**src/ps2_device_port_macros.svh**
```systemverilog
// Assertion helpers for the PS/2 device port.
// With SYNTHESIS defined, every macro expands to nothing.
`ifndef PS2_DEVICE_PORT_MACROS_SVH
`define PS2_DEVICE_PORT_MACROS_SVH

`ifndef SYNTHESIS

`define PS2DP_ASSERT(lbl, clk, rst_n, cond) \
    lbl: assert property (@(posedge clk) disable iff (!rst_n) (cond)) \
        else $error("ps2dp assertion failed");

`define PS2DP_ASSERT_IMPL(lbl, clk, rst_n, ante, cons) \
    lbl: assert property (@(posedge clk) disable iff (!rst_n) (ante) |-> (cons)) \
        else $error("ps2dp assertion failed");

`define PS2DP_ASSERT_NEXT(lbl, clk, rst_n, ante, cons) \
    lbl: assert property (@(posedge clk) disable iff (!rst_n) (ante) |=> (cons)) \
        else $error("ps2dp assertion failed");

`else

`define PS2DP_ASSERT(lbl, clk, rst_n, cond)
`define PS2DP_ASSERT_IMPL(lbl, clk, rst_n, ante, cons)
`define PS2DP_ASSERT_NEXT(lbl, clk, rst_n, ante, cons)

`endif

`endif

```
**src/ps2dp_pkg.sv**
```systemverilog
package ps2dp_pkg;

    localparam int QUEUE_DEPTH_DEF = 16;

    localparam logic [15:0] HALF_PERIOD_RST = 16'd40;
    localparam logic [7:0]  RESEND_BYTE     = 8'hFE;

    // Protocol phase codes
    localparam logic [4:0] PH_IDLE      = 5'd0;
    localparam logic [4:0] PH_RX_START  = 5'd1;
    localparam logic [4:0] PH_RX_BIT0   = 5'd2;
    localparam logic [4:0] PH_RX_BIT7   = 5'd9;
    localparam logic [4:0] PH_RX_PARITY = 5'd10;
    localparam logic [4:0] PH_RX_STOP   = 5'd11;
    localparam logic [4:0] PH_RX_END    = 5'd12;
    localparam logic [4:0] PH_TX_START  = 5'd13;
    localparam logic [4:0] PH_TX_BIT0   = 5'd14;
    localparam logic [4:0] PH_TX_BIT7   = 5'd21;
    localparam logic [4:0] PH_TX_PARITY = 5'd22;
    localparam logic [4:0] PH_TX_STOP   = 5'd23;
    localparam logic [4:0] PH_TX_END    = 5'd24;

endpackage

```
**src/ps2_device_port.sv**
```systemverilog
// PS/2 device-side port. Each input beat is one tick carrying the host's
// open-drain clock and data drives and an optional byte to queue for the host;
// each accepted beat gives exactly one result beat, in order. A beat passes an
// input register and then one step of the protocol logic into the result
// register, so one beat is taken per clock cycle unless i_stall holds the
// result register full. The one exception besides that back-pressure: when a
// host frame ends with a bad stop bit in the same tick as a queue push, the
// 0xFE resend byte takes the single write port of the queue memory in the
// following cycle, and the input is stalled while it does. The generated clock
// runs from a countdown of clock_half_period ticks, written through the
// configuration port (reset 40). The to-host queue holds QUEUE_DEPTH bytes; a
// push into a full queue is dropped and flagged with push_dropped.
`include "ps2_device_port_macros.svh"

module ps2_device_port #(
    parameter int QUEUE_DEPTH = ps2dp_pkg::QUEUE_DEPTH_DEF
) (
    input  logic        i_clk,
    input  logic        i_rst_n,
    // configuration
    input  logic        i_cfg_valid,
    output logic        o_cfg_ready,
    input  logic [15:0] i_cfg_data,
    // tick channel
    input  logic        i_valid,
    output logic        o_stall,
    input  logic        i_host_clock,
    input  logic        i_host_data,
    input  logic        i_tx_push,
    input  logic [7:0]  i_tx_byte,
    // result channel
    output logic        o_valid,
    input  logic        i_stall,
    output logic        o_clock_line,
    output logic        o_data_line,
    output logic        o_dev_clock_drive,
    output logic        o_dev_data_drive,
    output logic        o_rx_valid,
    output logic [7:0]  o_rx_byte,
    output logic [4:0]  o_queue_level,
    output logic        o_push_dropped
);

    localparam int AW = (QUEUE_DEPTH > 1) ? $clog2(QUEUE_DEPTH) : 1;
    localparam int CW = $clog2(QUEUE_DEPTH + 1);
    localparam int SW = CW + 1;
    localparam logic [CW-1:0] DEPTH_C = CW'(QUEUE_DEPTH);
    localparam logic [SW-1:0] DEPTH_S = SW'(QUEUE_DEPTH);

    function automatic logic [AW-1:0] f_wrap(input logic [SW-1:0] s);
        logic [SW-1:0] t;
        begin
            t = (s >= DEPTH_S) ? (s - DEPTH_S) : s;
            return t[AW-1:0];
        end
    endfunction

    // configuration
    logic [15:0] r_half;

    // input register
    logic        r_in_valid;
    logic        r_in_hclk;
    logic        r_in_hdat;
    logic        r_in_push;
    logic [7:0]  r_in_byte;

    // protocol state
    logic [4:0]    r_phase,  n_phase;
    logic [15:0]   r_cd,     n_cd;
    logic          r_dclk,   n_dclk;
    logic          r_dd,     n_dd;
    logic [7:0]    r_shift,  n_shift;
    logic [3:0]    r_ones,   n_ones;
    logic [CW-1:0] r_count,  n_count;
    logic [AW-1:0] r_head,   n_head;

    // deferred resend-byte write
    logic          r_pend;
    logic [AW-1:0] r_pend_addr;

    // result register
    logic        r_out_valid;
    logic        r_o_clk;
    logic        r_o_dat;
    logic        r_o_dclk;
    logic        r_o_dd;
    logic        r_o_rxv;
    logic [7:0]  r_o_rxb;
    logic [4:0]  r_o_level;
    logic        r_o_drop;

    logic          step_go;
    logic          push_ok;
    logic          dropped;
    logic [CW-1:0] cnt_a;
    logic          rx_flag;
    logic          pop;
    logic          flush;
    logic          fe_push;
    logic          fe_ok;
    logic          do_idle;
    logic          dl;
    logic [7:0]    q_rdata;
    logic [7:0]    pop_data;
    logic          q_we;
    logic [AW-1:0] q_waddr;
    logic [7:0]    q_wdata;
    logic [AW-1:0] q_raddr;
    logic [AW-1:0] in_addr;
    logic [AW-1:0] fe_addr;

    assign step_go     = r_in_valid && !r_pend && (!r_out_valid || !i_stall);
    assign o_stall     = r_in_valid && !step_go;
    assign o_cfg_ready = 1'b1;

    // queue head byte: forwarded from the push of this tick when queue was empty
    assign pop_data = (r_count == '0) ? r_in_byte : q_rdata;

    always_comb begin
        n_phase = r_phase;
        n_cd    = r_cd;
        n_dclk  = r_dclk;
        n_dd    = r_dd;
        n_shift = r_shift;
        n_ones  = r_ones;
        n_head  = r_head;
        rx_flag = 1'b0;
        pop     = 1'b0;
        flush   = 1'b0;
        fe_push = 1'b0;
        do_idle = 1'b0;

        push_ok = r_in_push && (r_count < DEPTH_C);
        dropped = r_in_push && !push_ok;
        cnt_a   = r_count + CW'(push_ok);
        dl      = r_in_hdat & r_dd;

        if ((r_cd != 16'd0) && (!r_dclk || r_in_hclk)) begin
            n_cd = r_cd - 16'd1;
            if (n_cd == 16'd0) begin
                n_dclk = ~r_dclk;
                if (r_dclk) begin
                    n_cd = r_half;
                end
            end
        end else if (!r_dclk) begin
            // device holds clock low, nothing to do
        end else if (!r_in_hclk) begin
            // host inhibit
            n_phase = ps2dp_pkg::PH_IDLE;
            n_cd    = 16'd0;
        end else begin
            case (r_phase)
                ps2dp_pkg::PH_IDLE: begin
                    do_idle = 1'b1;
                end
                ps2dp_pkg::PH_RX_START: begin
                    n_cd    = r_half;
                    n_phase = dl ? ps2dp_pkg::PH_IDLE : ps2dp_pkg::PH_RX_BIT0;
                end
                ps2dp_pkg::PH_RX_PARITY: begin
                    n_cd    = r_half;
                    n_phase = r_phase + 5'd1;
                end
                ps2dp_pkg::PH_RX_STOP: begin
                    if (dl) begin
                        n_dd    = 1'b0;
                        rx_flag = 1'b1;
                    end else begin
                        n_dd    = 1'b1;
                        fe_push = 1'b1;
                    end
                    n_cd    = r_half;
                    n_phase = r_phase + 5'd1;
                end
                ps2dp_pkg::PH_RX_END: begin
                    do_idle = 1'b1;
                end
                ps2dp_pkg::PH_TX_PARITY: begin
                    n_dd    = ~r_ones[0];
                    n_cd    = r_half;
                    n_phase = r_phase + 5'd1;
                end
                ps2dp_pkg::PH_TX_STOP: begin
                    n_dd    = 1'b1;
                    n_cd    = r_half;
                    n_phase = r_phase + 5'd1;
                end
                ps2dp_pkg::PH_TX_END: begin
                    do_idle = 1'b1;
                end
                default: begin
                    if ((r_phase >= ps2dp_pkg::PH_RX_BIT0)
                            && (r_phase <= ps2dp_pkg::PH_RX_BIT7)) begin
                        n_shift = {dl, r_shift[7:1]};
                        n_ones  = r_ones + 4'(dl);
                        n_cd    = r_half;
                        n_phase = r_phase + 5'd1;
                    end else if ((r_phase >= ps2dp_pkg::PH_TX_START)
                            && (r_phase <= ps2dp_pkg::PH_TX_BIT7)) begin
                        n_dd = 1'b1;
                        if (!r_in_hdat) begin
                            // host wants to talk: drop the queue, receive
                            flush   = 1'b1;
                            n_head  = '0;
                            n_cd    = r_half;
                            n_phase = ps2dp_pkg::PH_RX_BIT0;
                        end else begin
                            n_cd    = r_half;
                            n_phase = r_phase + 5'd1;
                            if (r_phase == ps2dp_pkg::PH_TX_START) begin
                                n_dd = 1'b0;
                            end else begin
                                n_dd    = r_shift[0];
                                n_ones  = r_ones + 4'(r_shift[0]);
                                n_shift = {1'b0, r_shift[7:1]};
                            end
                        end
                    end
                end
            endcase
        end

        if (do_idle) begin
            n_dd   = 1'b1;
            n_ones = 4'd0;
            if (!r_in_hdat) begin
                n_cd    = r_half;
                n_phase = ps2dp_pkg::PH_RX_START;
            end else if (cnt_a != '0) begin
                pop     = 1'b1;
                n_shift = pop_data;
                n_head  = f_wrap(SW'(r_head) + SW'(1));
                n_cd    = r_half;
                n_phase = ps2dp_pkg::PH_TX_START;
            end else begin
                n_phase = ps2dp_pkg::PH_IDLE;
            end
        end

        fe_ok = fe_push && (cnt_a < DEPTH_C);

        if (flush) begin
            n_count = '0;
        end else begin
            n_count = cnt_a - CW'(pop) + CW'(fe_ok);
        end
    end

    assign in_addr = f_wrap(SW'(r_head) + SW'(r_count));
    assign fe_addr = f_wrap(SW'(r_head) + SW'(cnt_a));

    always_comb begin
        q_we    = 1'b0;
        q_waddr = in_addr;
        q_wdata = r_in_byte;
        if (r_pend) begin
            q_we    = 1'b1;
            q_waddr = r_pend_addr;
            q_wdata = ps2dp_pkg::RESEND_BYTE;
        end else if (step_go && push_ok) begin
            q_we = 1'b1;
        end else if (step_go && fe_ok) begin
            q_we    = 1'b1;
            q_waddr = fe_addr;
            q_wdata = ps2dp_pkg::RESEND_BYTE;
        end
    end

    assign q_raddr = step_go ? n_head : r_head;

    ps2dp_queue #(
        .QUEUE_DEPTH (QUEUE_DEPTH)
    ) u_queue (
        .i_clk   (i_clk),
        .i_we    (q_we),
        .i_waddr (q_waddr),
        .i_wdata (q_wdata),
        .i_raddr (q_raddr),
        .o_rdata (q_rdata)
    );

    always_ff @(posedge i_clk) begin
        if (!i_rst_n) begin
            r_half <= ps2dp_pkg::HALF_PERIOD_RST;
        end else if (i_cfg_valid && o_cfg_ready) begin
            r_half <= i_cfg_data;
        end
    end

    always_ff @(posedge i_clk) begin
        if (!i_rst_n) begin
            r_in_valid <= 1'b0;
        end else if (!o_stall) begin
            r_in_valid <= i_valid;
        end
    end

    always_ff @(posedge i_clk) begin
        if (!o_stall && i_valid) begin
            r_in_hclk <= i_host_clock;
            r_in_hdat <= i_host_data;
            r_in_push <= i_tx_push;
            r_in_byte <= i_tx_byte;
        end
    end

    always_ff @(posedge i_clk) begin
        if (!i_rst_n) begin
            r_phase <= ps2dp_pkg::PH_IDLE;
            r_cd    <= 16'd0;
            r_dclk  <= 1'b1;
            r_dd    <= 1'b1;
            r_shift <= 8'd0;
            r_ones  <= 4'd0;
            r_count <= '0;
            r_head  <= '0;
            r_pend  <= 1'b0;
        end else begin
            if (step_go) begin
                r_phase <= n_phase;
                r_cd    <= n_cd;
                r_dclk  <= n_dclk;
                r_dd    <= n_dd;
                r_shift <= n_shift;
                r_ones  <= n_ones;
                r_count <= n_count;
                r_head  <= n_head;
            end
            // two queue writes in one tick: resend byte goes next cycle
            r_pend <= step_go && push_ok && fe_ok;
        end
    end

    always_ff @(posedge i_clk) begin
        if (step_go) begin
            r_pend_addr <= fe_addr;
        end
    end

    always_ff @(posedge i_clk) begin
        if (!i_rst_n) begin
            r_out_valid <= 1'b0;
        end else if (step_go) begin
            r_out_valid <= 1'b1;
        end else if (!i_stall) begin
            r_out_valid <= 1'b0;
        end
    end

    always_ff @(posedge i_clk) begin
        if (step_go) begin
            r_o_clk   <= r_in_hclk & n_dclk;
            r_o_dat   <= r_in_hdat & n_dd;
            r_o_dclk  <= n_dclk;
            r_o_dd    <= n_dd;
            r_o_rxv   <= rx_flag;
            r_o_rxb   <= rx_flag ? r_shift : 8'd0;
            r_o_level <= 5'(n_count);
            r_o_drop  <= dropped;
        end
    end

    assign o_valid           = r_out_valid;
    assign o_clock_line      = r_o_clk;
    assign o_data_line       = r_o_dat;
    assign o_dev_clock_drive = r_o_dclk;
    assign o_dev_data_drive  = r_o_dd;
    assign o_rx_valid        = r_o_rxv;
    assign o_rx_byte         = r_o_rxb;
    assign o_queue_level     = r_o_level;
    assign o_push_dropped    = r_o_drop;

    `PS2DP_ASSERT(a_count_bound, i_clk, i_rst_n, r_count <= DEPTH_C)
    `PS2DP_ASSERT_IMPL(a_pend_blocks_step, i_clk, i_rst_n, r_pend, !step_go)
    `PS2DP_ASSERT_NEXT(a_pend_one_cycle, i_clk, i_rst_n, r_pend, !r_pend)
    `PS2DP_ASSERT_IMPL(a_ack_drives_data, i_clk, i_rst_n, r_out_valid && r_o_rxv, !r_o_dd)

endmodule

```
**src/ps2dp_queue.sv**
```systemverilog
// Byte store for the to-host queue: one write port, registered read of the
// next head entry, with the write of the same cycle forwarded.
module ps2dp_queue #(
    parameter int QUEUE_DEPTH = ps2dp_pkg::QUEUE_DEPTH_DEF,
    localparam int AW = (QUEUE_DEPTH > 1) ? $clog2(QUEUE_DEPTH) : 1
) (
    input  logic          i_clk,
    input  logic          i_we,
    input  logic [AW-1:0] i_waddr,
    input  logic [7:0]    i_wdata,
    input  logic [AW-1:0] i_raddr,
    output logic [7:0]    o_rdata
);

    logic [7:0] r_mem [QUEUE_DEPTH];
    logic [7:0] r_rdata;

    always_ff @(posedge i_clk) begin
        if (i_we) begin
            r_mem[i_waddr] <= i_wdata;
        end
    end

    always_ff @(posedge i_clk) begin
        if (i_we && (i_waddr == i_raddr)) begin
            r_rdata <= i_wdata;
        end else begin
            r_rdata <= r_mem[i_raddr];
        end
    end

    assign o_rdata = r_rdata;

endmodule
```
**config.mk**
```make
export PLATFORM = sky130hd
export DESIGN_NAME = ps2_device_port
export DESIGN_NICKNAME = d
export VERILOG_FILES = /design/src/ps2dp_pkg.sv /design/src/ps2_device_port.sv /design/src/ps2dp_queue.sv
export VERILOG_INCLUDE_DIRS = /design/src /design/src/src
export SDC_FILE = /design/constraint.sdc
export NUM_CORES = 1
export LEC_CHECK = 0
export BUFFER_PORTS_ARGS = -buffer_cell sky130_fd_sc_hd__buf_4
export CORE_MARGIN = 8
export CORE_UTILIZATION = 55
export DETAILED_ROUTE_END_ITERATION = 10
export MAX_ROUTING_LAYER = met4
export PLACE_DENSITY = 0.79
export SYNTH_ARGS = -nofsm -noshare
export SYNTH_HDL_FRONTEND = slang
export SYNTH_HIERARCHICAL = 1
export SYNTH_SLANG_ARGS = --single-unit
```
**constraint.sdc**
```tcl
create_clock -name i_clk -period 4.04 [get_ports i_clk]
set_input_delay 0.808 -clock i_clk [delete_from_list [all_inputs] [get_ports i_clk]]
set_output_delay 0.808 -clock i_clk [all_outputs]
set_load 0.01 [all_outputs]
```
==> run_results.csv, run 1 <==
group,metric,value,unit
outcome,status,"completed",
synthesis,synth_cells,839,
global_route,grt_pass1_wl,38100,µm
clock_tree,clock_latency,0.54,ns
synthesis,synth.area.top_cells,"edfxtp_1 (45%), dfxtp_1 (12%), mux4_2 (3.8%)",
die,die-width,156,µm
timing,skew,0.0258,ns
synthesis,syn_area,0.0107,mm²
placed_design,place_ws,0.277,ns
pwr,p_leak,0.00442,µW
setup_path,worstSetupPathType,"reg -> reg",
clock_tree,clock-sinks,226,
cells_and_area,antenna_cells,0,
synthesis,synth_top_area_cell,"edfxtp_1",
synthesis,yosys_warnings,6,
timing,slew_violations,0,
synthesis,yosysTopAreaCellShare,0.453,
placed_design,place_congestion,0.894,
clock_tree,clockBufferDepth,3,
global_route,grt_max_degree,58,
clock_tree,htreeDepth,1,
routing,via_per_inst,5.98,
pwr,combPwrFrac,0.160,
die,num_rows,51,
die,chipHeight,156,µm
placed_design,place_area,0.0114,mm²
setup_path,crit_path_end_kind,"flip-flop",
synthesis,syn_nets,896,
timing,rsz0062_at_grt,"false",
timing,fin_setup_tns,0,ns
timing,timing.final.crit_share,0.914,
synthesis,synth_edf_count,162,
pwr,ir_drop,0.409,mV
die,dieArea,0.0242,mm²
clock_tree,clock-root-buffer,"clkbuf_16",
clock_tree,cts_buffers,24,
die,start_util,0.555,
setup_path,path_buf_inv,2,
routing,drcViolationCount,0,
setup_path,critPathTopFamily,"adder cells",
placed_design,dp_hpwl,16200,µm
placed_design,placedCellCount,1140,
timing,slew_headroom,0.359,
routing,drtAntennaViolNets,0,
timing,tightest_slew,0.958,ns
setup_path,critPathRequiredTime,4.50,ns
setup_path,crit_fanout,6,
setup_path,worstPathArrival,4.15,ns
cells_and_area,fin_cells,1184,
synthesis,synth_ff_type,"edfxtp_1",
routing,wl,23700,µm
cells_and_area,n_fill_cell,1451,
clock_tree,cts_tree,"done",
routing,vias,7080,
timing,finalWorstSetupSlack,0.349,ns
pwr,powerDensity,477,mW/mm²
global_route,track_usage,0.204,
setup_path,worst_path_largest_cell_delay,0.46,ns
pwr,clkPwrFrac,0.377,
setup_path,reg2regPathDepth,19,
synthesis,yosys_register_bits,226,
cells_and_area,layout.nets,958,
job,cap_viol_max_count,0,
global_route,grt_overflow,0,
min_path,min_path_cells,1,
timing,fin_crit,3.69,ns
timing,hold_viol_final,0,
clock_tree,postCtsSetupBuffers,0,
clock_tree,ctsHoldBuffers,0,
setup_path,cp.depth,19,
global_route,grt_pass1_vias,6744,
setup_path,cp_cell_sequence,"nor2b_2, ha_1, ha_1, xnor2_2, ha_1, nand3_1, nand4_1, inv_1, ha_1, inv_1, ha_1, fa_1, a21oi_1, o21bai_1, xor2_1, xnor2_1, nor2_1, nand2_1, a21boi_0",
pwr,switching_share,0.267,
placed_design,io_buffers,52,
pwr,seqPwrFrac,0.463,
cells_and_area,drive_gt1_frac,0.172,
routing,detail_route.wl_per_cell,20.0,µm
cells_and_area,syn2layout_area_growth,13.4,%
pwr,p_sw,1550,µW
cells_and_area,stdcell_area,0.0122,mm²
die,io_pins,54,
clock_tree,clkTransAtPathRegs,0.06,ns
synthesis,synth_cell_types,83,
die,core_area,0.0193,mm²
setup_path,start_kind,"flip-flop",
setup_path,path_common_cell,"ha_1",
synthesis,seq_area_frac_synth,0.573,
routing,initialDrtViolationCount,588,
synthesis,syn_area_per_cell,12.8,µm²
pwr,p_int,4260,µW
global_route,grt_antenna_before_repair,0,
timing,finalSetupViolations,0,
synthesis,async_flop_share,0,
min_path,hold_class,"in -> reg",
routing,drt-pass1-iter-count,6,
setup_path,crit_slowest_cell,"dfxtp_1",
timing,fmaxAchievable,271,MHz
-- through the flow --
| stage | total power [µW] | util | hold WS [ns] |
|---|---|---|---|
| floorplan | 3400 | - | 0.425 |
| global placement | 3620 | 0.587 | 0.453 |
| detailed placement | 3640 | 0.587 | 0.459 |
| CTS | 5820 | 0.629 | 0.431 |
| global route | 6040 | 0.629 | 0.428 |
| finish | 5800 | 0.629 | 0.446 |
-- per-layer routing --
metal	global-route usage	vias to the layer above	share of wire
li1	-	3328	-
met1	0.278	3428	0.44
met2	0.315	290	0.46
met3	0.0335	34	0.077
met4	0.0499	0	0.021
met5	-	-	0
-- final timing paths --
check / startpoint / to / slack, ns
max: r_count[4]$_SDFFE_PN0P_ / r_count[4]$_SDFFE_PN0P_ / 0.35
min: i_tx_byte[6] / r_in_byte[6]$_DFFE_PP_ / 0.45
max reg2reg: r_count[4]$_SDFFE_PN0P_ / r_count[4]$_SDFFE_PN0P_ / 0.35
min reg2reg: r_half[4]$_SDFFE_PN0P_ / r_cd[4]$_SDFFE_PN0P_ / 0.47
-- Yosys cell counts, types with 3 or more instances --
library cell,instances
nand4b_1,3
fa_1,3
mux2_2,3
a31oi_1,9
a211oi_1,9
o22ai_1,7
nand2_1,56
nor3_1,21
inv_1,18
a22o_1,3
edfxtp_1,162
nor2_1,57
nand3_1,16
nor3b_1,3
buf_4,5
o21ai_0,36
a21o_1,11
nor2b_1,25
a21boi_0,7
a21oi_1,31
dfxtp_1,64
buf_2,4
buf_6,8
mux4_1,14
nor4_1,6
mux4_2,18
o211ai_1,7
o21bai_1,3
or3_1,3
nand2b_1,20
mux2i_1,28
and2_1,22
xnor2_1,14
o31ai_1,3
nand3b_1,5
ha_1,22
nand4_1,13
a22oi_1,18
o21a_1,4
clkdlybuf4s25_2,3
clkbuf_1,20
xor2_1,8
-- worst register-to-register path: cells and delay by family, from the launching register on --
kind | cells | cell delay (ns)
xor+xnor | 3 | 0.49
compound gates | 3 | 0.43
simple gates | 5 | 0.57
fa+ha+maj | 6 | 1.53
flops | 1 | 0.46
buf+inv | 2 | 0.14
-- cell type report --
cell class,instances,area (µm²),area share
clock buffer,28,616,0.0506
multi-input combinational,552,4230,0.347
tap,265,332,0.0273
clock inverter,16,183,0.0150
sequential,226,6150,0.505
inverter,18,67.6,0.00555
timing repair buffer,79,593,0.0487
-- repair_timing --
action,4_1_cts,5_1_grt
endpoints found under the hold margin,0,0
gates resized for setup,0,2
setup endpoints to repair,0,1
-- sequential cells by signal, indices dropped and copies added (netlist names), 5 cells and up, named ones only --
register       count
r_count            5
r_shift            8
r_in_byte          8
o_queue_level      5
r_half            16
o_rx_byte          8
r_cd              16
r_phase            5
u_queue/r_mem    128
-- power groups by stage --
stage / sequential, µW / combinational (µW) / clock [µW]
5_1_grt: 2690 / 1030 / 2320
2_1_floorplan: 2690 / 716 / 0
4_1_cts: 2680 / 919 / 2220
3_3_place_gp: 2720 / 899 / 0
6_report: 2680 / 930 / 2190
3_5_place_dp: 2730 / 911 / 0
-- cell families after synthesis --
| group | after synthesis | share of synthesized area |
|---|---|---|
| XOR/XNOR | 22 | 0.0180 |
| flip-flops | 226 | 0.573 |
| adder cells (fa/ha/maj) | 25 | 0.0313 |
| other | 1 | 0.000350 |
| buffers and inverters | 61 | 0.0339 |
| AND/OR/NAND/NOR | 270 | 0.136 |
| AO/OA/AOI/OAI | 171 | 0.106 |
| multiplexers | 63 | 0.101 |
-- cell usage in the layout, fill, tap and decap left out, types with 22 or more instances in the layout --
master / count
nor2b_1: 24
a21oi_1: 31
dfxtp_1: 62
buf_4: 79
nand2_1: 56
edfxtp_1: 162
o21ai_0: 36
and2_1: 22
clkbuf_16: 24
ha_1: 22
mux2i_1: 28
nor2_1: 57
Note: power is estimated with default switching activity, not from simulation.
==> run 2, diff against run 1 <==
ABC_AREA = 1   (was not set)
CORE_UTILIZATION = 57   (was 55)
PLACE_DENSITY = 0.8   (was 0.79)
REMOVE_ABC_BUFFERS = 1   (was not set)
==> run_results.csv, run 2 <==
group,metric,value,unit
outcome,status,"completed",
global_route,grt_max_degree,65,
routing,detail_route.wl_per_cell,16.3,µm
cells_and_area,reg.largest.list,"u_queue/r_mem (128), r_cd (16), r_half (16)",
setup_path,crit_path_end_kind,"flip-flop",
synthesis,yosys_warnings,6,
synthesis,seq_area_frac_synth,0.469,
setup_path,worst_path_largest_cell_delay,0.37,ns
synthesis,synth_xor_area_frac,0.0107,
setup_path,critPathRequiredTime,4.44,ns
cells_and_area,drive_gt1_frac,0.129,
clock_tree,clock-root-buffer,"clkbuf_16",
routing,vias,11000,
placed_design,place_congestion,0.931,
routing,via_per_inst,5.51,
synthesis,synth_compound_area_frac,0.0840,
cells_and_area,antenna_cells,0,
synthesis,synth_fa_ha_area_frac,0.0256,
pwr,combPwrFrac,0.538,
timing,rsz0062_at_grt,"false",
synthesis,async_flop_share,0,
clock_tree,cts_buffers,24,
global_route,grt_pass1_wl,52700,µm
pwr,switching_share,0.473,
placed_design,dp_hpwl,21200,µm
synthesis,synth_cell_types,47,
global_route,grt_pass1_vias,10600,
min_path,min_path_cells,1,
placed_design,place_ws,0.144,ns
die,io_pins,54,
synthesis,synth.most_common_cell,"nand2_1",
setup_path,path_buf_inv,5,
placed_design,place_area,0.0135,mm²
setup_path,worstPathArrival,4.10,ns
timing,slew_violations,0,
clock_tree,clock-sinks,226,
pwr,ir_drop,0.551,mV
cells_and_area,largest_reg_flops,128,
setup_path,cp_cell_sequence,"inv_2, nand2_1, inv_1, ha_2, ha_2, xor2_2, inv_1, ha_1, nor3b_2, a21oi_1, inv_1, nor3_2, ha_1, inv_1, ha_1, fa_2, nand2_1, nand2_1, a21oi_1, xor2_1, xor2_1, nor2_1, nor2_1, a211oi_2",
die,die-width,168,µm
cells_and_area,regMostFlops,"u_queue/r_mem",
synthesis,yosysTopAreaCellShare,0.371,
clock_tree,clockBufferDepth,3,
cells_and_area,post-route-util,0.632,
synthesis,syn_area,0.0131,mm²
routing,wl,32400,µm
cells_and_area,layout_common_cells,"nand2_1 (511), inv_1 (225), nand3_1 (205), edfxtp_1 (162), nor2_1 (82)",
clock_tree,ctsHoldBuffers,0,
cells_and_area,syn2layout_area_growth,9.14,%
pwr,p_sw,5230,µW
timing,fin_crit,3.69,ns
die,chipHeight,168,µm
timing,finalSetupViolations,0,
pwr,p_leak,0.00648,µW
setup_path,path_common_cell,"inv_1",
setup_path,critPathTopFamily,"adder cells",
die,start_util,0.579,
cells_and_area,final_common_cell,"nand2_1",
timing,skew,0.0134,ns
pwr,p_int,5830,µW
global_route,track_usage,0.235,
job,cap_viol_max_count,0,
timing,tightest_slew,1.01,ns
timing,hold_viol_final,0,
routing,initialDrtViolationCount,1082,
synthesis,synth_edf_count,162,
synthesis,synthSimpleGateAreaFrac,0.297,
die,num_rows,55,
setup_path,reg2regPathDepth,24,
setup_path,start_kind,"flip-flop",
setup_path,r2r_slack,0.35,ns
timing,slew_headroom,0.329,
synthesis,yosys_register_bits,226,
setup_path,crit_fanout,3,
timing,finalWorstSetupSlack,0.346,ns
clock_tree,htreeDepth,1,
pwr,clkPwrFrac,0.190,
cells_and_area,layout.nets,1743,
clock_tree,clkTransAtPathRegs,0.06,ns
routing,drt-pass1-iter-count,6,
min_path,hold_class,"in -> reg",
synthesis,synth_top_area_cell,"edfxtp_1",
setup_path,cp.depth,24,
die,core_area,0.0226,mm²
cells_and_area,stdcell_area,0.0143,mm²
synthesis,synthTopCellsByCount,"nand2_1 (511), inv_1 (227), nand3_1 (206)",
pwr,seqPwrFrac,0.271,
placed_design,io_buffers,52,
global_route,grt_antenna_before_repair,0,
synthesis,syn_area_per_cell,7.89,µm²
routing,drcViolationCount,0,
synthesis,synth_top_family_by_area,"simple AND/OR/NAND/NOR gates",
setup_path,crit_slowest_cell,"fa_2",
synthesis,synth_mux_area_frac,0,
timing,fin_setup_tns,0,ns
pwr,powerDensity,773,mW/mm²
synthesis,synth_cells,1662,
timing,timing.final.crit_share,0.914,
die,dieArea,0.0281,mm²
global_route,grt_overflow,0,
clock_tree,clock_latency,0.53,ns
timing,fmaxAchievable,271,MHz
synthesis,synth_ff_type,"edfxtp_1",
routing,drtAntennaViolNets,0,
setup_path,worstSetupPathType,"reg -> reg",
synthesis,synth.area.top_cells,"edfxtp_1 (37%), nand2_1 (15%), dfxtp_1 (9.8%)",
clock_tree,cts_tree,"done",
run 2: cells by family (layout without fill, tap and decap cells):
logic type,count (synthesis),after routing
xor gates and xnor gates,16,16
adders and majority gates,25,25
buffers and inverters,328,370
and+or+nand+nor,871,871
AOI/OAI and AO/OA,195,195
DFF,226,226
other,1,1
run 2: metal layers:
layer	part of all wire	global-route usage	routed length, µm
met1	0.40	0.280	13000
met2	0.48	0.390	15600
met3	0.080	0.0346	2610
met4	0.039	0.108	1280
met5	0	-	0
run 2: power by group through the flow:
stage                     clock, µW  sequential, µW  combinational [µW]
after floorplan                   0            3010                4510
after global placement            0            3030                5680
after detailed placement          0            3040                5820
after CTS                      2150            2990                5870
after global routing           2230            3040                6650
final                          2100            3000                5950
run 2: per-stage QoR:
step,total power (µW),std cells,hold WS [ns]
floorplan,7520,1581,0.445
global placement,8710,1943,0.454
detailed placement,8860,1943,0.468
CTS,11000,1987,0.432
global route,11900,1989,0.433
finish,11100,1989,0.450
run 2: cell type report:
cell class | count | area (µm²)
Fill cell | 1868 | 8330
Sequential cell | 226 | 6150
Multi-Input combinational cell | 1108 | 5520
Inverter | 247 | 932
Clock buffer | 34 | 678
Timing Repair Buffer | 79 | 593
Tap cell | 285 | 357
Clock inverter | 10 | 82.6
run 2: repair_timing:
| action | 4_1_cts | 5_1_grt |
|---|---|---|
| gates resized for setup | 0 | 10 |
| setup buffers | 0 | 2 |
| endpoints found under the hold margin | 0 | 0 |
| endpoints found under the setup margin | 0 | 2 |
run 2: worst paths after layout:
check | to | from
max reg2reg | r_count[4]$_SDFFE_PN0P_ | r_count[4]$_SDFFE_PN0P_
min reg2reg | r_shift[7]$_SDFFE_PN0P_ | r_shift[7]$_SDFFE_PN0P_
min | r_in_hdat$_DFFE_PP_ | i_host_data
max | r_count[4]$_SDFFE_PN0P_ | r_count[4]$_SDFFE_PN0P_
